**config.mk**
```make
export PLATFORM = sky130hd
export DESIGN_NAME = sequential_gear_shift_sequencer
export DESIGN_NICKNAME = d
export VERILOG_FILES = /design/src/design/sgss_pkg.sv /design/src/design/sgss_csr.sv /design/src/design/sgss_core.sv /design/src/design/sequential_gear_shift_sequencer.sv
export SDC_FILE = /design/constraint.sdc
export NUM_CORES = 1
export LEC_CHECK = 0
export ABC_AREA = 1
export BUFFER_PORTS_ARGS = -buffer_cell sky130_fd_sc_hd__buf_2
export CORE_MARGIN = 2
export CORE_UTILIZATION = 30
export DETAILED_ROUTE_END_ITERATION = 6
export MAX_ROUTING_LAYER = met4
export SLEW_MARGIN = 25
export SYNTH_ARGS = -nofsm -noshare
export SYNTH_HDL_FRONTEND = slang
export SYNTH_SLANG_ARGS = --single-unit
```
**constraint.sdc**
```tcl
create_clock -name clock -period 9 [get_ports clock]
set_clock_uncertainty 0.1 [all_clocks]
set_input_delay 1.8 -clock clock [delete_from_list [all_inputs] [get_ports clock]]
set_output_delay 1.8 -clock clock [all_outputs]
set_load 0.05 [all_outputs]
```
**src/design/sgss_pkg.sv**
```systemverilog
// ----------------------------------------------------------------------------
// sgss_pkg
// Shared types and constants of the sequential gear shift sequencer: request
// and response words, configuration set, gear codes and reset values.
// ----------------------------------------------------------------------------
package sgss_pkg;

   localparam int GEAR_W = 4;
   localparam int CFG_W  = 16;
   localparam int DATA_W = 32;
   localparam int ADDR_W = 5;

   typedef logic signed [GEAR_W-1:0] gear_type;
   typedef logic [CFG_W-1:0]         cfg_time_type;

   localparam gear_type GEAR_FIRST   = -4'sd1;
   localparam gear_type GEAR_NEUTRAL = 4'sd0;
   localparam gear_type GEAR_SECOND  = 4'sd1;

   typedef struct packed {
      logic up_button_n;
      logic down_button_n;
      logic neutral_button_n;
   } req_word_type;

   typedef struct packed {
      logic                     key_one;
      logic                     key_two;
      logic                     ignition_kill;
      logic signed [GEAR_W-1:0] gear;
      logic                     store_strobe;
      logic                     busy_res;
   } rsp_word_type;

   typedef struct packed {
      gear_type     start_gear;
      cfg_time_type shift_hold;
      cfg_time_type neutral_hold;
      cfg_time_type kill_overlap;
      cfg_time_type kill_tail;
      cfg_time_type settle;
      cfg_time_type return_pulse;
      cfg_time_type poll;
   } cfg_type;

   localparam gear_type     RST_START_GEAR   = 4'sd0;
   localparam cfg_time_type RST_SHIFT_HOLD   = 16'd120;
   localparam cfg_time_type RST_NEUTRAL_HOLD = 16'd40;
   localparam cfg_time_type RST_KILL_OVERLAP = 16'd80;
   localparam cfg_time_type RST_KILL_TAIL    = 16'd20;
   localparam cfg_time_type RST_SETTLE       = 16'd200;
   localparam cfg_time_type RST_RETURN_PULSE = 16'd50;
   localparam cfg_time_type RST_POLL         = 16'd50;

endpackage

```
**src/design/sgss_csr.sv**
```systemverilog
// ----------------------------------------------------------------------------
// sgss_csr
// Configuration register file behind an APB-style port. Clamps the start gear
// on write and signals a gear load to the sequencer core.
// ----------------------------------------------------------------------------
module sgss_csr #(
   parameter int TOP_GEAR = 4
) (
   input  logic                          clock,
   input  logic                          reset,
   input  logic                          psel,
   input  logic                          penable,
   input  logic                          pwrite,
   input  logic [sgss_pkg::ADDR_W-1:0]   paddr,
   input  logic [sgss_pkg::DATA_W-1:0]   pwdata,
   output logic [sgss_pkg::DATA_W-1:0]   prdata,
   output logic                          pready,
   output sgss_pkg::cfg_type             cfg,
   output logic                          gear_load,
   output sgss_pkg::gear_type            gear_init
);

   localparam logic [2:0] REG_START_GEAR   = 3'd0;
   localparam logic [2:0] REG_SHIFT_HOLD   = 3'd1;
   localparam logic [2:0] REG_NEUTRAL_HOLD = 3'd2;
   localparam logic [2:0] REG_KILL_OVERLAP = 3'd3;
   localparam logic [2:0] REG_KILL_TAIL    = 3'd4;
   localparam logic [2:0] REG_SETTLE       = 3'd5;
   localparam logic [2:0] REG_RETURN_PULSE = 3'd6;
   localparam logic [2:0] REG_POLL         = 3'd7;

   localparam sgss_pkg::gear_type TopGear = sgss_pkg::GEAR_W'(TOP_GEAR);

   sgss_pkg::cfg_type  cfg_ff, cfg_in;
   sgss_pkg::gear_type wr_gear;
   sgss_pkg::gear_type clamp_gear;
   logic [2:0]         reg_index;
   logic               wr_en;

   assign pready    = 1'b1;
   assign reg_index = paddr[4:2];
   assign wr_en     = psel && penable && pwrite;
   assign wr_gear   = $signed(pwdata[sgss_pkg::GEAR_W-1:0]);

   always_comb begin
      clamp_gear = wr_gear;
      if (wr_gear < sgss_pkg::GEAR_FIRST) begin
         clamp_gear = sgss_pkg::GEAR_FIRST;
      end else if (wr_gear > TopGear) begin
         clamp_gear = TopGear;
      end
   end

   always_comb begin
      cfg_in = cfg_ff;
      if (wr_en) begin
         case (reg_index)
            REG_START_GEAR:   cfg_in.start_gear   = clamp_gear;
            REG_SHIFT_HOLD:   cfg_in.shift_hold   = pwdata[sgss_pkg::CFG_W-1:0];
            REG_NEUTRAL_HOLD: cfg_in.neutral_hold = pwdata[sgss_pkg::CFG_W-1:0];
            REG_KILL_OVERLAP: cfg_in.kill_overlap = pwdata[sgss_pkg::CFG_W-1:0];
            REG_KILL_TAIL:    cfg_in.kill_tail    = pwdata[sgss_pkg::CFG_W-1:0];
            REG_SETTLE:       cfg_in.settle       = pwdata[sgss_pkg::CFG_W-1:0];
            REG_RETURN_PULSE: cfg_in.return_pulse = pwdata[sgss_pkg::CFG_W-1:0];
            REG_POLL:         cfg_in.poll         = pwdata[sgss_pkg::CFG_W-1:0];
            default:          cfg_in = cfg_ff;
         endcase
      end
   end

   always_ff @(posedge clock) begin
      if (reset) begin
         cfg_ff.start_gear   <= sgss_pkg::RST_START_GEAR;
         cfg_ff.shift_hold   <= sgss_pkg::RST_SHIFT_HOLD;
         cfg_ff.neutral_hold <= sgss_pkg::RST_NEUTRAL_HOLD;
         cfg_ff.kill_overlap <= sgss_pkg::RST_KILL_OVERLAP;
         cfg_ff.kill_tail    <= sgss_pkg::RST_KILL_TAIL;
         cfg_ff.settle       <= sgss_pkg::RST_SETTLE;
         cfg_ff.return_pulse <= sgss_pkg::RST_RETURN_PULSE;
         cfg_ff.poll         <= sgss_pkg::RST_POLL;
      end else begin
         cfg_ff <= cfg_in;
      end
   end

   always_comb begin
      case (reg_index)
         REG_START_GEAR:   prdata = sgss_pkg::DATA_W'(signed'(cfg_ff.start_gear));
         REG_SHIFT_HOLD:   prdata = sgss_pkg::DATA_W'(cfg_ff.shift_hold);
         REG_NEUTRAL_HOLD: prdata = sgss_pkg::DATA_W'(cfg_ff.neutral_hold);
         REG_KILL_OVERLAP: prdata = sgss_pkg::DATA_W'(cfg_ff.kill_overlap);
         REG_KILL_TAIL:    prdata = sgss_pkg::DATA_W'(cfg_ff.kill_tail);
         REG_SETTLE:       prdata = sgss_pkg::DATA_W'(cfg_ff.settle);
         REG_RETURN_PULSE: prdata = sgss_pkg::DATA_W'(cfg_ff.return_pulse);
         REG_POLL:         prdata = sgss_pkg::DATA_W'(cfg_ff.poll);
         default:          prdata = '0;
      endcase
   end

   assign cfg       = cfg_ff;
   assign gear_load = wr_en && (reg_index == REG_START_GEAR);
   assign gear_init = clamp_gear;

endmodule

```
**src/design/sgss_core.sv**
```systemverilog
// ----------------------------------------------------------------------------
// sgss_core
// Sequencer state and one-tick step logic: button sampling, gear stepping,
// pulse phase timing and the queued down shift.
// ----------------------------------------------------------------------------
module sgss_core #(
   parameter int TOP_GEAR    = 4,
   parameter int TIMER_WIDTH = 16
) (
   input  logic                   clock,
   input  logic                   reset,
   input  sgss_pkg::cfg_type      cfg,
   input  logic                   gear_load,
   input  sgss_pkg::gear_type     gear_init,
   input  logic                   step,
   input  sgss_pkg::req_word_type req_word,
   output sgss_pkg::rsp_word_type rsp_word
);

   localparam logic [2:0] PH_IDLE    = 3'd0;
   localparam logic [2:0] PH_HOLD    = 3'd1;
   localparam logic [2:0] PH_OVERLAP = 3'd2;
   localparam logic [2:0] PH_TAIL    = 3'd3;
   localparam logic [2:0] PH_SETTLE  = 3'd4;
   localparam logic [2:0] PH_RETURN  = 3'd5;

   localparam sgss_pkg::gear_type TopGear = sgss_pkg::GEAR_W'(TOP_GEAR);

   typedef logic [TIMER_WIDTH-1:0] timer_type;

   typedef struct packed {
      logic [2:0] phase;
      timer_type  timer;
   } entry_type;

   typedef struct packed {
      logic signed [sgss_pkg::GEAR_W-1:0] gear;
      logic [2:0]                         phase;
      timer_type                          ptimer;
      timer_type                          poll;
      logic                               last_up;
      logic                               last_down;
      logic                               last_neutral;
      logic                               pending;
      logic                               shift_up;
      logic                               short_hold;
      logic                               strobe;
   } st_type;

   function automatic timer_type phase_len(input logic [2:0] ph, input logic shorth,
                                           input sgss_pkg::cfg_type c);
      timer_type v;
      case (ph)
         PH_HOLD:    v = shorth ? TIMER_WIDTH'(c.neutral_hold) : TIMER_WIDTH'(c.shift_hold);
         PH_OVERLAP: v = TIMER_WIDTH'(c.kill_overlap);
         PH_TAIL:    v = TIMER_WIDTH'(c.kill_tail);
         PH_SETTLE:  v = TIMER_WIDTH'(c.settle);
         PH_RETURN:  v = TIMER_WIDTH'(c.return_pulse);
         default:    v = '0;
      endcase
      return v;
   endfunction

   function automatic entry_type enter_phase(input logic [2:0] from, input logic shorth,
                                             input sgss_pkg::cfg_type c);
      entry_type e;
      logic      found;
      e.phase = PH_IDLE;
      e.timer = '0;
      found   = 1'b0;
      for (int p = 1; p <= 5; p++) begin
         if (!found && (3'(p) >= from) && (phase_len(3'(p), shorth, c) != '0)) begin
            found   = 1'b1;
            e.phase = 3'(p);
            e.timer = phase_len(3'(p), shorth, c);
         end
      end
      return e;
   endfunction

   function automatic st_type start_seq(input st_type s_in, input logic up,
                                        input logic shorth, input sgss_pkg::cfg_type c);
      st_type    s;
      entry_type e;
      s            = s_in;
      s.shift_up   = up;
      s.short_hold = shorth;
      e            = enter_phase(PH_HOLD, shorth, c);
      s.phase      = e.phase;
      s.ptimer     = e.timer;
      if ((e.phase == PH_IDLE) && shorth) begin
         s.gear       = sgss_pkg::GEAR_NEUTRAL;
         s.strobe     = 1'b1;
         s.short_hold = 1'b0;
      end
      return s;
   endfunction

   function automatic st_type do_down(input st_type s_in, input sgss_pkg::cfg_type c);
      st_type s;
      s = s_in;
      if ($signed(s.gear) > sgss_pkg::GEAR_FIRST) begin
         s.gear   = ($signed(s.gear) == sgss_pkg::GEAR_SECOND) ? sgss_pkg::GEAR_FIRST
                                                              : $signed(s.gear) - 4'sd1;
         s.strobe = 1'b1;
         s        = start_seq(s, 1'b0, 1'b0, c);
      end
      return s;
   endfunction

   st_type    st_ff, st_in;
   st_type    s;
   entry_type nxt;
   logic      pu, pd, pn;
   logic      first_on, other_on;
   logic      k1, k2, kill, busy;

   assign pu = !req_word.up_button_n;
   assign pd = !req_word.down_button_n;
   assign pn = !req_word.neutral_button_n;

   always_comb begin
      s        = st_ff;
      s.strobe = 1'b0;
      nxt      = '0;
      first_on = 1'b0;
      other_on = 1'b0;
      k1       = 1'b0;
      k2       = 1'b0;
      kill     = 1'b0;
      busy     = 1'b0;
      // sample buttons once the poll wait has run out
      if (s.phase == PH_IDLE) begin
         if (s.poll != '0) begin
            s.poll = s.poll - 1'b1;
         end else if (pn != s.last_neutral) begin
            s.last_neutral = pn;
            if (pn) begin
               if ($signed(s.gear) == sgss_pkg::GEAR_FIRST) begin
                  s = start_seq(s, 1'b1, 1'b1, cfg);
               end else if ($signed(s.gear) == sgss_pkg::GEAR_SECOND) begin
                  s = start_seq(s, 1'b0, 1'b1, cfg);
               end
            end
            s.poll = '0;
         end else begin
            if (pu && !s.last_up && ($signed(s.gear) < TopGear)) begin
               s.gear   = ($signed(s.gear) == sgss_pkg::GEAR_FIRST) ? sgss_pkg::GEAR_SECOND
                                                                   : $signed(s.gear) + 4'sd1;
               s.strobe = 1'b1;
               s        = start_seq(s, 1'b1, 1'b0, cfg);
            end
            if (pd && !s.last_down) begin
               if (s.phase != PH_IDLE) begin
                  s.pending = 1'b1;
               end else begin
                  s = do_down(s, cfg);
               end
            end
            s.last_up   = pu;
            s.last_down = pd;
            s.poll      = TIMER_WIDTH'(cfg.poll);
         end
      end
      // advance the pulse sequence
      if (s.phase != PH_IDLE) begin
         first_on = (s.phase == PH_HOLD) || (s.phase == PH_OVERLAP);
         other_on = (s.phase == PH_RETURN);
         busy     = 1'b1;
         kill     = (s.phase == PH_OVERLAP) || (s.phase == PH_TAIL);
         k1       = s.shift_up ? first_on : other_on;
         k2       = s.shift_up ? other_on : first_on;
         s.ptimer = s.ptimer - 1'b1;
         if (s.ptimer == '0) begin
            nxt      = enter_phase(3'(s.phase + 3'd1), s.short_hold, cfg);
            s.phase  = nxt.phase;
            s.ptimer = nxt.timer;
            if (s.phase == PH_IDLE) begin
               if (s.short_hold) begin
                  s.gear       = sgss_pkg::GEAR_NEUTRAL;
                  s.strobe     = 1'b1;
                  s.short_hold = 1'b0;
               end
               if (s.pending) begin
                  s.pending = 1'b0;
                  s         = do_down(s, cfg);
               end
            end
         end
      end
      st_in = s;
   end

   always_ff @(posedge clock) begin
      if (reset) begin
         st_ff <= '{gear: sgss_pkg::RST_START_GEAR, default: '0};
      end else if (gear_load) begin
         st_ff.gear <= gear_init;
      end else if (step) begin
         st_ff <= st_in;
      end
   end

   assign rsp_word.key_one       = k1;
   assign rsp_word.key_two       = k2;
   assign rsp_word.ignition_kill = kill;
   assign rsp_word.gear          = st_in.gear;
   assign rsp_word.store_strobe  = st_in.strobe;
   assign rsp_word.busy_res      = busy;

   a_timer_live: assert property (@(posedge clock) disable iff (reset)
      (st_ff.phase != PH_IDLE) |-> (st_ff.ptimer != '0))
      else $error("active phase with expired timer");

   a_pending_busy: assert property (@(posedge clock) disable iff (reset)
      st_ff.pending |-> (st_ff.phase != PH_IDLE))
      else $error("queued down shift without running sequence");

   a_short_busy: assert property (@(posedge clock) disable iff (reset)
      st_ff.short_hold |-> (st_ff.phase != PH_IDLE))
      else $error("neutral move flag left while idle");

   a_gear_range: assert property (@(posedge clock) disable iff (reset)
      ($signed(st_ff.gear) >= sgss_pkg::GEAR_FIRST) && ($signed(st_ff.gear) <= TopGear))
      else $error("gear out of range");

endmodule

```
**src/design/sequential_gear_shift_sequencer.sv**
```systemverilog
// ----------------------------------------------------------------------------
// sequential_gear_shift_sequencer
// Tick-driven gear shift sequencer: input word register, one-pass step logic
// and a registered response word.
// The step is one pass through the core logic between the two word registers.
// Throughput: one word per cycle while the response side is not stalled.
// Reset: synchronous, active high; clears valid flags and sequencer state,
// loads register defaults and gear 0.
// ----------------------------------------------------------------------------
module sequential_gear_shift_sequencer #(
   parameter int TOP_GEAR    = 4,
   parameter int TIMER_WIDTH = 16
) (
   input  logic                          clock,
   input  logic                          reset,
   input  logic                          req_valid,
   output logic                          req_ready,
   input  sgss_pkg::req_word_type        req_data,
   output logic                          rsp_valid,
   input  logic                          rsp_ready,
   output sgss_pkg::rsp_word_type        rsp_data,
   input  logic                          psel,
   input  logic                          penable,
   input  logic                          pwrite,
   input  logic [sgss_pkg::ADDR_W-1:0]   paddr,
   input  logic [sgss_pkg::DATA_W-1:0]   pwdata,
   output logic [sgss_pkg::DATA_W-1:0]   prdata,
   output logic                          pready
);

   sgss_pkg::cfg_type      cfg;
   logic                   gear_load;
   sgss_pkg::gear_type     gear_init;
   logic                   in_valid_ff;
   sgss_pkg::req_word_type in_word_ff;
   logic                   out_valid_ff;
   sgss_pkg::rsp_word_type out_word_ff;
   sgss_pkg::rsp_word_type step_word;
   logic                   advance;

   assign advance   = in_valid_ff && (!out_valid_ff || rsp_ready);
   assign req_ready = !in_valid_ff || advance;

   sgss_csr #(
      .TOP_GEAR (TOP_GEAR)
   ) u_csr (
      .clock     (clock),
      .reset     (reset),
      .psel      (psel),
      .penable   (penable),
      .pwrite    (pwrite),
      .paddr     (paddr),
      .pwdata    (pwdata),
      .prdata    (prdata),
      .pready    (pready),
      .cfg       (cfg),
      .gear_load (gear_load),
      .gear_init (gear_init)
   );

   sgss_core #(
      .TOP_GEAR    (TOP_GEAR),
      .TIMER_WIDTH (TIMER_WIDTH)
   ) u_core (
      .clock     (clock),
      .reset     (reset),
      .cfg       (cfg),
      .gear_load (gear_load),
      .gear_init (gear_init),
      .step      (advance),
      .req_word  (in_word_ff),
      .rsp_word  (step_word)
   );

   always_ff @(posedge clock) begin
      if (reset) begin
         in_valid_ff <= 1'b0;
      end else if (req_ready) begin
         in_valid_ff <= req_valid;
      end
   end

   always_ff @(posedge clock) begin
      if (req_valid && req_ready) begin
         in_word_ff <= req_data;
      end
   end

   always_ff @(posedge clock) begin
      if (reset) begin
         out_valid_ff <= 1'b0;
      end else if (advance) begin
         out_valid_ff <= 1'b1;
      end else if (rsp_ready) begin
         out_valid_ff <= 1'b0;
      end
   end

   always_ff @(posedge clock) begin
      if (advance) begin
         out_word_ff <= step_word;
      end
   end

   assign rsp_valid = out_valid_ff;
   assign rsp_data  = out_word_ff;

endmodule
```
### Word level (Yosys, flattened, before mapping)

Index checks and enable logic that the tools add are counted.

* output and inout port bits: 44
* bits in registers: 176

* reductions and logical operators: 122
* equal/unequal tests: 16
* multiplexer cells: 364
* bitwise gates (word level): 1
* add/sub/neg operators: 6
* magnitude comparators: 10

Operator list (count)
* two-way mux 16 bit: 142
* two-way mux 46 bit: 17
* nonzero test 16 bit: 31
* two-way mux 19 bit: 25
* one-hot mux 32 bit (8 select lines): 1
* two-way mux 18 bit: 12
* two-way mux 1 bit: 143
* two-way mux 17 bit: 6
* two-way mux 4 bit: 12
* two-way mux 42 bit: 1
* logical AND 1 bit: 37
* subtractor 16 x 1 -> 16 bit (second input constant): 2
* zero test 1 bit: 31
* two-way mux 23 bit: 1
* AND reduction 2 bit: 9
* zero test 16 bit: 1
* == test 3 bit (second input constant): 5
* zero test 3 bit: 5
* == test 3 x 2 -> 1 bit (second input constant): 4
* == test 4 x 2 -> 1 bit (second input constant): 3
* > comparator 4 x 1 -> 1 bit (second input constant): 2
* subtractor 4 x 2 -> 4 bit (second input constant): 2
* two-way mux 7 bit: 1
* == test 3 x 1 -> 1 bit (second input constant): 2
* 16 further kinds: 24

### Longest topological paths before layout

Gate-level depths: netlist of the first run.

* word-level depth: 176
* gate-level depth with buffers: 37

### Modules after synthesis

A second synthesis of the first run with hierarchy kept.

* cells, all modules: 2319
* area total of the unflattened synthesis: 13942.1 um^2

By module, submodules not included
* sgss_core: seq. area each 900.9 um^2, area an instance 8013.9 um^2, cells each 1487, times used 1
* sgss_csr: seq. area each 2322.2 um^2, area an instance 5476.5 um^2, cells each 808, times used 1
* sequential_gear_shift_sequencer: seq. area each 400.4 um^2, area an instance 451.7 um^2, cells each 24, times used 1

### Worst setup path before layout of the first run

No wires, ideal clock.

* path type: input-to-output
* from: input paddr[2] (netlist bit)
* to: output prdata[12] (netlist bit)
* stages: 5
* buffers on the path: 1
* arrival: 3.419 ns
* path slack: 3.681 ns
* required time: 7.100 ns
* cell sequence: inv_1 nor3_1 inv_1 clkbuf_1 o2111ai_1

* word-level cells in the longest chain between the ends: 2

RTL lines
* from (decl): RTL line sequential_gear_shift_sequencer.sv:25 `input logic [sgss_pkg::ADDR_W-1:0] paddr,`
* == test 3 bit (tied with other cells): RTL line sgss_csr.sv:87 `case (reg_index)`
* one-hot mux 32 bit (8 select lines) (*): RTL line sgss_csr.sv:87
* to (decl): RTL line sequential_gear_shift_sequencer.sv:27 `output logic [sgss_pkg::DATA_W-1:0] prdata,`

Every way passes the cells marked *; elsewhere a longest branch is shown, timed or not.

### Final worst setup path of the first run

* from: register u_csr.cfg_ff (netlist bit u_csr.cfg[55])
* to: register u_core.st_ff[24] (netlist bit)

* word-level cells in the longest chain between the ends: 78

RTL lines
* from (decl): RTL line sgss_csr.sv:34 `sgss_pkg::cfg_type cfg_ff, cfg_in;`
* from (signal assigned): RTL line sgss_csr.sv:82 `cfg_ff <= cfg_in;`
* two-way mux 16 bit: RTL line sgss_core.sv:141 `end else if ($signed(s.gear) == sgss_pkg::GEAR_SECOND) begin`
* two-way mux 16 bit: RTL line sgss_core.sv:139 `if ($signed(s.gear) == sgss_pkg::GEAR_FIRST) begin`
* two-way mux 16 bit: RTL line sgss_core.sv:138 `if (pn) begin`
* two-way mux 16 bit: RTL line sgss_core.sv:136 `end else if (pn != s.last_neutral) begin`
* two-way mux 16 bit: RTL line sgss_core.sv:134 `if (s.poll != '0) begin`
* two-way mux 16 bit: RTL line sgss_core.sv:133 `if (s.phase == PH_IDLE) begin`
* nonzero test 16 bit: RTL line sgss_core.sv:72 `if (!found && (3'(p) >= from) && (phase_len(3'(p), shorth, c) != '0)) begin`
* logical AND 1 bit: RTL line sgss_core.sv:72
* [... 62 more ...]
* two-way mux 19 bit: RTL line sgss_core.sv:72
* two-way mux 19 bit: RTL line sgss_core.sv:174 `if (s.ptimer == '0) begin`
* two-way mux 19 bit: RTL line sgss_core.sv:166 `if (s.phase != PH_IDLE) begin`
* two-way mux 46 bit: RTL line sgss_core.sv:102 `if ($signed(s.gear) > sgss_pkg::GEAR_FIRST) begin`
* two-way mux 46 bit: RTL line sgss_core.sv:184 `if (s.pending) begin`
* two-way mux 46 bit: RTL line sgss_core.sv:178 `if (s.phase == PH_IDLE) begin`
* two-way mux 46 bit: RTL line sgss_core.sv:174
* two-way mux 46 bit (*): RTL line sgss_core.sv:166
* to (signal assigned): RTL line sgss_core.sv:200 `st_ff <= st_in;`
* to (decl): RTL line sgss_core.sv:111 `st_type st_ff, st_in;`

Every way passes the cells marked *; elsewhere a longest branch is shown, timed or not. The select of a mux whose other input is x is not followed.
A chain may end at the register's enable or synchronous reset.

==> run_results.csv, run 1 <==
group,metric,value,unit
run_status,status,"finished, final reports clean",
setup_path,slowest_delay,690,ps
final_layout,drive_gt1_frac,0.110,
min_path,hold_start,"u_csr.cfg[115]",
global_routing,grt_usage,0.230,
sta,max_freq,164,MHz
global_routing,grt_pass1_wl,75900,um
clock_network,ctsResizeCount,0,
clock_network,clock_path_buffers,2,
sta,rsz0062_at_grt,"false",
setup_path,path_max_fanout,21,
min_path,hold_path_depth,2,
pwr,p_int,1.43,mW
detailed_routing,routedWlPerCell,19.4,um
place,gp_congestion,0.940,
synth,synth_edf_count,12,
pwr,power_leakage,5.91,nW
run,cap_violations,0,
setup_path,path_buf_inv,2,
synth,synth_adder_area_share,0.0137,
floorplanning,start_util,0.304,
sta,fin_crit,6110,ps
min_path,hold_path_class,"reg2reg",
clock_network,htreeDepth,4,
setup_path,critical_path.endpoint_type,"flip-flop",
floorplanning,die_x,210,um
pwr,pwr-share-seq,0.363,
setup_path,crit_arrival,6330,ps
synth,ys_async_sr_fraction,0,
detailed_routing,firstDrtPassIters,7,
floorplanning,rows,75,
global_routing,grt_start_max_net_pins,75,
synth,synth_fp_nets,2093,
final_layout,antennaDiodeCount,0,
place,place.port_buffers,71,
sta,period_share,0.679,
synth,synthDistinctLibCells,57,
sta,whs,372,ps
pwr,comb_power_share,0.296,
detailed_routing,remaining_drc_errors,0,
synth,synth_mux_area_frac,0,
detailed_routing,drtIter0Drc,1787,
clock_network,numCtsBuffers,17,
clock_network,path_clk_slew,70,ps
sta,tns,0,ps
clock_network,cts.sinks,175,
floorplanning,fp.dieArea,0.0442,mm2
sta,slew_headroom,0.402,
synth,synth_area_leader_cell,"dfxtp_1",
synth,synth_top_family_by_area,"simple AND/OR/NAND/NOR gates",
detailed_routing,drt_wl_total,50000,um
pwr,p_clk_frac,0.341,
synth,synth-seq-area-share,0.284,
global_routing,overflow,0,
detailed_routing,num_vias,14200,
synth,synth_compound_area_frac,0.252,
sta,setup_viol,0,
synth,synth_ff_type,"dfxtp_1",
sta,drv_slew,0,
setup_path,critPathLaunchType,"flip-flop",
floorplanning,fp.coreArea,0.0419,mm2
final_layout,nNetsFinal,2092,
setup_path,crit_required,9220,ps
pwr,power.switching,0.852,mW
global_routing,antenna_found_initial,0,
setup_path,r2r_cells,27,
setup_path,cp_slowest_cell,"nor3_4",
synth,yosys_warnings,0,
detailed_routing,viasPerCell,5.48,
clock_network,clock_latency,460,ps
setup_path,critical_path_class,"reg2reg",
synth,synth-simple-area-share,0.318,
synth,post_synth_xor_area_fraction,0.00951,
floorplanning,ioPinCount,91,
synth,ys_seq_elements,175,
clock_network,cts_tree,"yes",
synth,synthTopCellsByArea,"dfxtp_1 (26%), nand2_1 (12%), a21oi_1 (7.8%)",
setup_path,r2r-start,"u_csr.cfg[55]",
final_layout,post-route-util,0.333,
detailed_routing,antenna_left,0,
pwr,p_sw_frac,0.373,
synth,syn_area,0.0128,mm2
setup_path,cp_top_family,"simple AND/OR/NAND/NOR gates",
global_routing,first_global_vias,13100,
synth,postSynthCellCount,2032,
pwr,power_density,164,mW/mm2
clock_network,hold_buffers,0,
floorplanning,die_y,210,um
sta,tightest_slew,892,ps
setup_path,crit_cells,27,
place,place_hpwl,38200,um
synth,synth_top_area_frac,0.256,
final_layout,syn_to_final_growth,9.50,%
setup_path,critPathMostFrequentCell,"nor2_1",
pwr,ir_worst_vdd,0.137,mV
synth,synth_area_per_cell,6.28,um2
setup_path,critPathLaunch,"u_csr.cfg[55]",
sta,hold_violations,0,
clock_network,cts_root_buf,"clkbuf_16",
clock_network,post-cts-setup-buffers,0,
==> worst paths after layout <==
kind	endpoint	slack [ps]
setup / recovery	u_core.st_ff[24]	2890
hold / removal	u_csr.cfg[115]	370
setup reg to reg	u_core.st_ff[24]	2890
hold reg to reg	u_csr.cfg[115]	370
==> placed cells by master (no fill, tap or decap), drive strengths merged, types with 21 or more instances in the layout <==
| cell type | instances |
|---|---|
| nand3 | 160 |
| a221oi | 23 |
| o22ai | 38 |
| nand4 | 21 |
| inv | 263 |
| nor3 | 24 |
| o21ai | 196 |
| clkbuf | 23 |
| o211ai | 39 |
| dfxtp | 163 |
| nor2 | 254 |
| a21oi | 210 |
| buf | 84 |
| nand2 | 430 |
==> routing by layer <==
layer	track usage	vias to the layer above	wire length, um
met5	-	-	0
met4	0.0792	0	1480
met3	0.0285	89	3680
met2	0.359	595	22800
met1	0.307	6687	22100
li1	-	6779	-
==> stage by stage <==
step                      setup WS, ps  instance area (um2)  instances  power [mW]
after floorplan                   3680                12800       2032        1.34
after global placement            3040                13400       2550        1.51
after detailed placement          2970                13400       2551        1.51
after CTS                         2940                14000       2583        2.28
after global routing              2390                14000       2583        2.40
final                             2890                14000       2583        2.28
==> kinds of logic (layout without fill, tap and decap cells) <==
group | after synthesis | after routing
AND/OR/NAND/NOR | 898 | 898
other | 1 | 1
flip-flops | 175 | 175
buffers and inverters | 375 | 387
adder cells (fa/ha/maj) | 14 | 14
AO/OA/AOI/OAI | 556 | 556
XOR/XNOR | 13 | 13
==> synthesized netlist by cell type (all sizes together) (2+ instances only) <==
| cell type | n |
|---|---|
| nor4 | 2 |
| clkbuf | 64 |
| buf | 40 |
| o21a | 2 |
| nor3 | 24 |
| nand4 | 21 |
| edfxtp | 12 |
| o211ai | 39 |
| clkinv | 9 |
| inv | 262 |
| dfxtp | 163 |
| o21bai | 9 |
| a22oi | 5 |
| nand3b | 3 |
| xor2 | 12 |
| nor2 | 254 |
| a21oi | 210 |
| nand2 | 430 |
| o41ai | 2 |
| ha | 14 |
| o2111ai | 4 |
| a211oi | 2 |
| a221oi | 23 |
| nor3b | 3 |
| o22ai | 38 |
| o221ai | 12 |
| nand3 | 160 |
| a31oi | 11 |
| o21ai | 196 |
==> cell type report <==
cell class / instances / area [um2]
Fill cell: 4611 / 28000
Clock inverter: 9 / 106
Tap cell: 539 / 674
Timing Repair Buffer: 84 / 475
Inverter: 271 / 1020
Sequential cell: 175 / 3620
Clock buffer: 23 / 479
Multi-Input combinational cell: 1482 / 7590
==> power groups by stage <==
stage / Clock, mW / Combinational, mW / Sequential (mW)
after floorplan: 0 / 0.494 / 0.848
after global placement: 0 / 0.662 / 0.846
after detailed placement: 0 / 0.668 / 0.846
after CTS: 0.784 / 0.671 / 0.829
after global routing: 0.819 / 0.751 / 0.832
final: 0.779 / 0.676 / 0.829
==> worst register-to-register path, cell delays in order (launching register included) <==
cell,delay (ps)
dfxtp_1,370
nor2_1,130
nand2_1,60
nor2_1,260
nand2_2,150
inv_1,170
nand3_2,430
nand3_2,250
nand2_4,90
nand3_4,110
nor3_4,80
nor2_4,400
o21ai_0,140
a21oi_1,370
inv_1,170
ha_1,270
xor2_1,200
nor2_1,80
nand2_2,440
nand3_4,200
nor3_4,690
nand2_4,290
nor2_1,180
nor2_1,50
nand2_1,120
nand2_1,70
nand2_1,70
a21oi_2,50
No activity file was read; power rests on OpenSTA's default activity.
==> inputs of run 2 (changes only) <==
--- a/config.mk
+++ b/config.mk
@@ -5,7 +5,7 @@
 export SDC_FILE = /design/constraint.sdc
 export NUM_CORES = 1
 export LEC_CHECK = 0
-export ABC_AREA = 1
+export ABC_AREA = 0
 export BUFFER_PORTS_ARGS = -buffer_cell sky130_fd_sc_hd__buf_2
 export CORE_MARGIN = 2
 export CORE_UTILIZATION = 30
==> constraint.sdc (replaced) <==
create_clock -name clock -period 5.7 [get_ports clock]
set_clock_uncertainty 0.1 [all_clocks]
set_input_delay 1.14 -clock clock [delete_from_list [all_inputs] [get_ports clock]]
set_output_delay 1.14 -clock clock [all_outputs]
set_load 0.05 [all_outputs]
==> run 2 against run 1 <==
Effect of this change:
- critical path depth decreased by 11
- power increased by 97%
- utilization increased by 3.3 points
- first-iteration DRC count increased by 25%
- critical path type unchanged
- final cell count decreased by 6.5%
==> run_results.csv, run 2 <==
group,metric,value,unit
pwr,p_clk_frac,0.274,
floorplanning,fp.dieArea,0.0430,mm2
setup_path,slowest_delay,600,ps
synth,synth_ff_type,"dfxtp_1",
final_layout,syn_to_final_growth,20.4,%
detailed_routing,remaining_drc_errors,0,
global_routing,overflow,0,
place,place.port_buffers,71,
setup_path,critical_path_class,"reg2reg",
sta,period_share,0.973,
global_routing,grt_usage,0.293,
clock_network,path_clk_slew,90,ps
pwr,finalPower,4.50,mW
place,place_hpwl,47800,um
detailed_routing,routed.top_layer,"met4",
run,cap_violations,0,
pwr,comb_power_share,0.425,
setup_path,critPathLaunch,"u_csr.cfg[58]",
setup_path,critical_path.endpoint_type,"flip-flop",
synth,synth_top_area_frac,0.263,
sta,rsz0062_at_grt,"true",
floorplanning,start_util,0.304,
sta,slew_headroom,0.266,
synth,synth_area_per_cell,7.18,um2
final_layout,nNetsFinal,1929,
clock_network,cts_tree,"yes",
synth,ys_async_sr_fraction,0,
sta,tightest_slew,1100,ps
synth,synth-seq-area-share,0.292,
synth,synth_edf_count,12,
clock_network,clock_path_buffers,2,
setup_path,crit_arrival,5800,ps
sta,hold_violations,0,
synth,ys_seq_elements,175,
floorplanning,die_y,207,um
pwr,p_int,2.53,mW
sta,whs,365,ps
sta,drv_slew,0,
clock_network,hold_buffers,0,
final_layout,stdcell_count,2415,
detailed_routing,drt_wl_total,62600,um
synth,postSynthCellCount,1730,
clock_network,clock_latency,470,ps
detailed_routing,wl_met1,25500,um
pwr,power.switching,1.97,mW
clock_network,cts_root_buf,"clkbuf_16",
final_layout,stdcell_area,0.0150,mm2
clock_network,numCtsBuffers,17,
floorplanning,fp.coreArea,0.0408,mm2
run_status,status,"finished, final reports clean",
setup_path,path_cells,"nor4_2, nand4_2, buf_4, a21oi_1, o21ai_0, a221o_1, ha_1, xor2_1, nand2_1, or3b_2, and4_1, a21o_1, a2111oi_0, buf_4, a21o_1, a22oi_1",
clock_network,htreeDepth,4,
setup_path,r2r_setup_slack,150,ps
setup_path,crit_path_end,"u_core.st_ff[32]",
detailed_routing,wl_met2,26700,um
setup_path,path_max_fanout,10,
final_layout,final_cell_mix,"nand2_1 (379), a21oi_1 (186), nor2_1 (183)",
place,place_area,0.0142,mm2
synth,synthDistinctLibCells,89,
global_routing,grt_pass1_wl,92500,um
synth,synth_area_leader_cell,"dfxtp_1",
setup_path,r2r_cells,16,
synth,synthTopCellsByCount,"nand2_1 (379), a21oi_1 (186), nor2_1 (186), dfxtp_1 (163), clkbuf_1 (87)",
setup_path,cp_slowest_cell,"a2111oi_0",
synth,yosysMostFrequentCell,"nand2_1",
place,gp_congestion,1.03,
detailed_routing,viasPerCell,6.16,
global_routing,first_global_vias,13900,
min_path,hold_path_class,"reg2reg",
synth,syn_area,0.0124,mm2
setup_path,r2r-start,"u_csr.cfg[58]",
setup_path,crit_required,5950,ps
setup_path,timing.rr.end,"u_core.st_ff[32]",
sta,setup_viol,0,
place,placed_cells,2377,
sta,fin_crit,5550,ps
final_layout,drive_gt1_frac,0.192,
detailed_routing,wl_met3,6760,um
detailed_routing,num_vias,14900,
setup_path,critPathLaunchType,"flip-flop",
floorplanning,ioPinCount,91,
synth,yosys_warnings,0,
pwr,power_density,301,mW/mm2
synth,synthTopCellsByArea,"dfxtp_1 (26%), nand2_1 (11%), a21oi_1 (7.5%)",
detailed_routing,routedWlPerCell,25.9,um
pwr,power_leakage,5.51,nW
floorplanning,die_x,207,um
global_routing,grt_start_max_net_pins,79,
pwr,ir_worst_vdd,0.225,mV
floorplanning,rows,74,
final_layout,final_common_cell,"nand2_1",
pwr,p_sw_frac,0.438,
detailed_routing,drtIter0Drc,2230,
detailed_routing,antenna_left,0,
pwr,pwr-share-seq,0.301,
global_routing,antenna_found_initial,1,
detailed_routing,firstDrtPassIters,6,
sta,tns,0,ps
sta,max_freq,180,MHz
synth,synth_fp_nets,1791,
clock_network,cts.sinks,175,
run 2: routing by layer:
metal	up-vias	global-route usage
met5	-	-
met3	202	0.0658
met4	0	0.145
li1	6621	-
met2	1011	0.426
met1	7034	0.382
run 2: power by group through the flow:
| stage | registers [mW] | logic (mW) | clock network, mW |
|---|---|---|---|
| after floorplan | 1.38 | 1.21 | 0 |
| after global placement | 1.38 | 1.80 | 0 |
| after detailed placement | 1.38 | 1.82 | 0 |
| after CTS | 1.35 | 1.83 | 1.24 |
| after global routing | 1.36 | 2.04 | 1.29 |
| final | 1.36 | 1.91 | 1.23 |
run 2: worst min-delay path by stage:
stage | from | to | cells after the start
floorplan | u_core.st_ff[30] | u_core.st_ff[30] | 2
global placement | u_core.st_ff[1] | u_core.st_ff[1] | 2
detailed placement | u_core.st_ff[1] | u_core.st_ff[1] | 2
CTS | u_core.st_ff[1] | u_core.st_ff[1] | 2
global route | in_word_ff[1] | flip-flop | 1
finish | u_core.st_ff[1] | u_core.st_ff[1] | 2
run 2: kinds of logic after synthesis:
family | share of synthesized area
DFF | 0.292
muxes | 0.0406
buffers and inverters | 0.0533
AOI/OAI and AO/OA | 0.282
and+or+nand+nor | 0.310
adders and majority gates | 0.0141
xor gates and xnor gates | 0.00776
other | 0.000302
run 2: final cells by class:
type,count,area (um2)
diodes,2,5.00
clock inverters,15,188
fillers,4278,25900
multi-input cells,1405,8260
repair buffers,243,1690
flip-flops and latches,175,3620
clock buffers,17,425
inverters,26,97.6
well taps,532,666
run 2: timing repair:
item | in CTS | in global routing
buffers inserted | 0 | 4
pin swaps | 0 | 2
endpoints found under the hold margin | 0 | 0
cloned | 0 | 0
resized for setup | 3 | 12
endpoints found under the setup margin | 4 | 26
run 2: worst max-delay path, delay by kind of cell (launching register included):
kind,cells,cell delay (ps)
flip-flops,1,410
AND/OR/NAND/NOR,5,1940
adder cells (fa/ha/maj),1,260
buffers and inverters,2,530
XOR/XNOR,1,350
AO/OA/AOI/OAI,7,1820
run 2: stage by stage:
stage               setup WS [ps]  utilization
global route                -1.46        0.366
detailed placement          -90.1        0.348
global placement            -99.0        0.348
CTS                          50.5        0.364
floorplan                    1100            -
finish                        153        0.366
==> inputs of run 3 (changes only) <==
--- a/config.mk
+++ b/config.mk
@@ -11,6 +11,7 @@
 export CORE_UTILIZATION = 30
 export DETAILED_ROUTE_END_ITERATION = 6
 export MAX_ROUTING_LAYER = met4
+export PLACE_DENSITY_LB_ADDON = 0.2
 export SLEW_MARGIN = 25
 export SYNTH_ARGS = -nofsm -noshare
 export SYNTH_HDL_FRONTEND = slang
==> run 3 against run 2 <==
Effect of this change:
- combinational power about the same
- setup slack got worse by 26 ps
- sequential power is essentially flat
- largest cell class unchanged
- critical endpoint is now rsp_data[5]
- first-iteration DRC count fell by 8.0%
- clock power is 3% lower
==> run_results.csv, run 3 (same netlist as run 2, synthesis figures left out) <==
group,metric,value,unit
clock_network,cts_root_buf,"clkbuf_16",
place,place_area,0.0142,mm2
final_layout,drive_gt1_frac,0.187,
detailed_routing,drt_wl_total,63300,um
sta,tns,0,ps
pwr,power_density,301,mW/mm2
floorplanning,rows,74,
final_layout,final_common_cell,"nand2_1",
min_path,hold_path_class,"reg2reg",
pwr,power_leakage,5.45,nW
place,gp_congestion,0.982,
setup_path,critical_path_class,"reg2reg",
final_layout,stdcell_area,0.0148,mm2
sta,rsz0062_at_grt,"false",
final_layout,nNetsFinal,1924,
detailed_routing,remaining_drc_errors,0,
setup_path,cp_slowest_cell,"nor4_1",
clock_network,htreeDepth,4,
detailed_routing,drtIter0Drc,2051,
floorplanning,die_x,207,um
setup_path,crit_required,5800,ps
setup_path,slowest_delay,790,ps
setup_path,critPathLaunchType,"flip-flop",
clock_network,hold_buffers,0,
final_layout,fillers,4344,
sta,fin_crit,5570,ps
place,place_hpwl,48200,um
detailed_routing,num_vias,14600,
final_layout,multi_input_area,0.00819,mm2
sta,hold_violations,0,
global_routing,antenna_found_initial,2,
floorplanning,fp.dieArea,0.0430,mm2
place,place.port_buffers,71,
setup_path,critical_path.endpoint_type,"flip-flop",
final_layout,regArea,0.00362,mm2
setup_path,crit_arrival,5670,ps
final_layout,antennaDiodeCount,0,
global_routing,overflow,0,
floorplanning,ioPinCount,91,
run,cap_violations,0,
setup_path,path_cells,"nor4_1, and4_1, buf_4, o211ai_1, o22ai_1, o311a_1, a211o_1, o2111ai_2, or4_4, or4b_1, and3_1, nor4_1, a41o_1, nand2_1",
clock_network,clock_latency,470,ps
pwr,finalPower,4.46,mW
sta,setup_viol,0,
final_layout,syn_to_final_growth,19.1,%
global_routing,grt_usage,0.294,
setup_path,critPathMostFrequentCell,"nor4_1",
final_layout,post-route-util,0.362,
sta,slew_headroom,0.283,
global_routing,grt_start_max_net_pins,98,
detailed_routing,firstDrtPassIters,6,
sta,max_freq,179,MHz
detailed_routing,antenna_left,0,
sta,drv_slew,0,
global_routing,first_global_vias,13200,
detailed_routing,routedWlPerCell,26.3,um
floorplanning,die_y,207,um
sta,tightest_slew,1070,ps
final_layout,final_cell_mix,"nand2_1 (379), a21oi_1 (186), nor2_1 (181)",
detailed_routing,viasPerCell,6.08,
clock_network,clock_path_buffers,2,
clock_network,cts.sinks,175,
clock_network,cts_tree,"yes",
floorplanning,fp.coreArea,0.0408,mm2
setup_path,cp_top_family,"simple AND/OR/NAND/NOR gates",
pwr,ir_worst_vdd,0.212,mV
run_status,status,"finished, final reports clean",
global_routing,grt_pass1_wl,91900,um
sta,period_share,0.978,
clock_network,numCtsBuffers,17,
floorplanning,start_util,0.304,
clock_network,path_clk_slew,80,ps
setup_path,path_buf_inv,1,
setup_path,path_max_fanout,8,
## run 3: cell count changes in the layout (fill, tap and decap cells not counted), sizes merged
cell	before	now
diode	2	0
buf	243	238
clkinvlp	0	2
clkinv	9	5
clkbuf	17	19
## run 3: area by class of cell
| type | instances | area share |
|---|---|---|
| multi-input cells | 1405 | 0.554 |
| flip-flops and latches | 175 | 0.245 |
| repair buffers | 238 | 0.111 |
| well taps | 532 | 0.0450 |
| clock buffers | 19 | 0.0299 |
| clock inverters | 13 | 0.00846 |
| inverters | 26 | 0.00660 |
## run 3: per-layer routing
metal	up-vias	wire length [um]	share of wire	GRT usage
li1	6635	-	-	-
met5	-	0	0	-
met1	7034	27700	0.44	0.397
met2	829	27500	0.43	0.439
met4	0	2960	0.047	0.129
met3	139	5130	0.081	0.0395
## run 3: worst reg2reg max path, cell delays in order, from the launching register on
cell	delay, ps
dfxtp_1	320
nor4_1	790
and4_1	530
buf_4	240
o211ai_1	180
o22ai_1	300
o311a_1	270
a211o_1	140
o2111ai_2	180
or4_4	570
or4b_1	500
and3_1	260
nor4_1	550
a41o_1	290
nand2_1	80
## run 3: report_power, final
group / switching (mW) / internal (mW)
registers: 0.0628 / 1.29
clock network: 0.599 / 0.590
logic: 1.25 / 0.661
## run 3: repair_timing
item	in CTS	in global routing
setup endpoints to repair	0	14
gates resized for setup	0	4
buffers inserted	0	2
## run 3: path summary, 6_finish.rpt
path	from	to	slack (ps)	cells after the start
max	u_csr.cfg[91]	rsp_data[5]	130	14
min	in_word_ff[2]	flip-flop	350	1
max reg2reg	u_csr.cfg[91]	rsp_data[5]	130	14
min reg2reg	in_word_ff[2]	flip-flop	350	1
## run 3: through the flow
step	cells	setup WS [ps]	hold WS, ps
after detailed placement	2373	137	344
after CTS	2405	97.1	357
final	2408	127	352
after global placement	2373	174	345
after global routing	2408	10.2	363
after floorplan	1730	1100	317
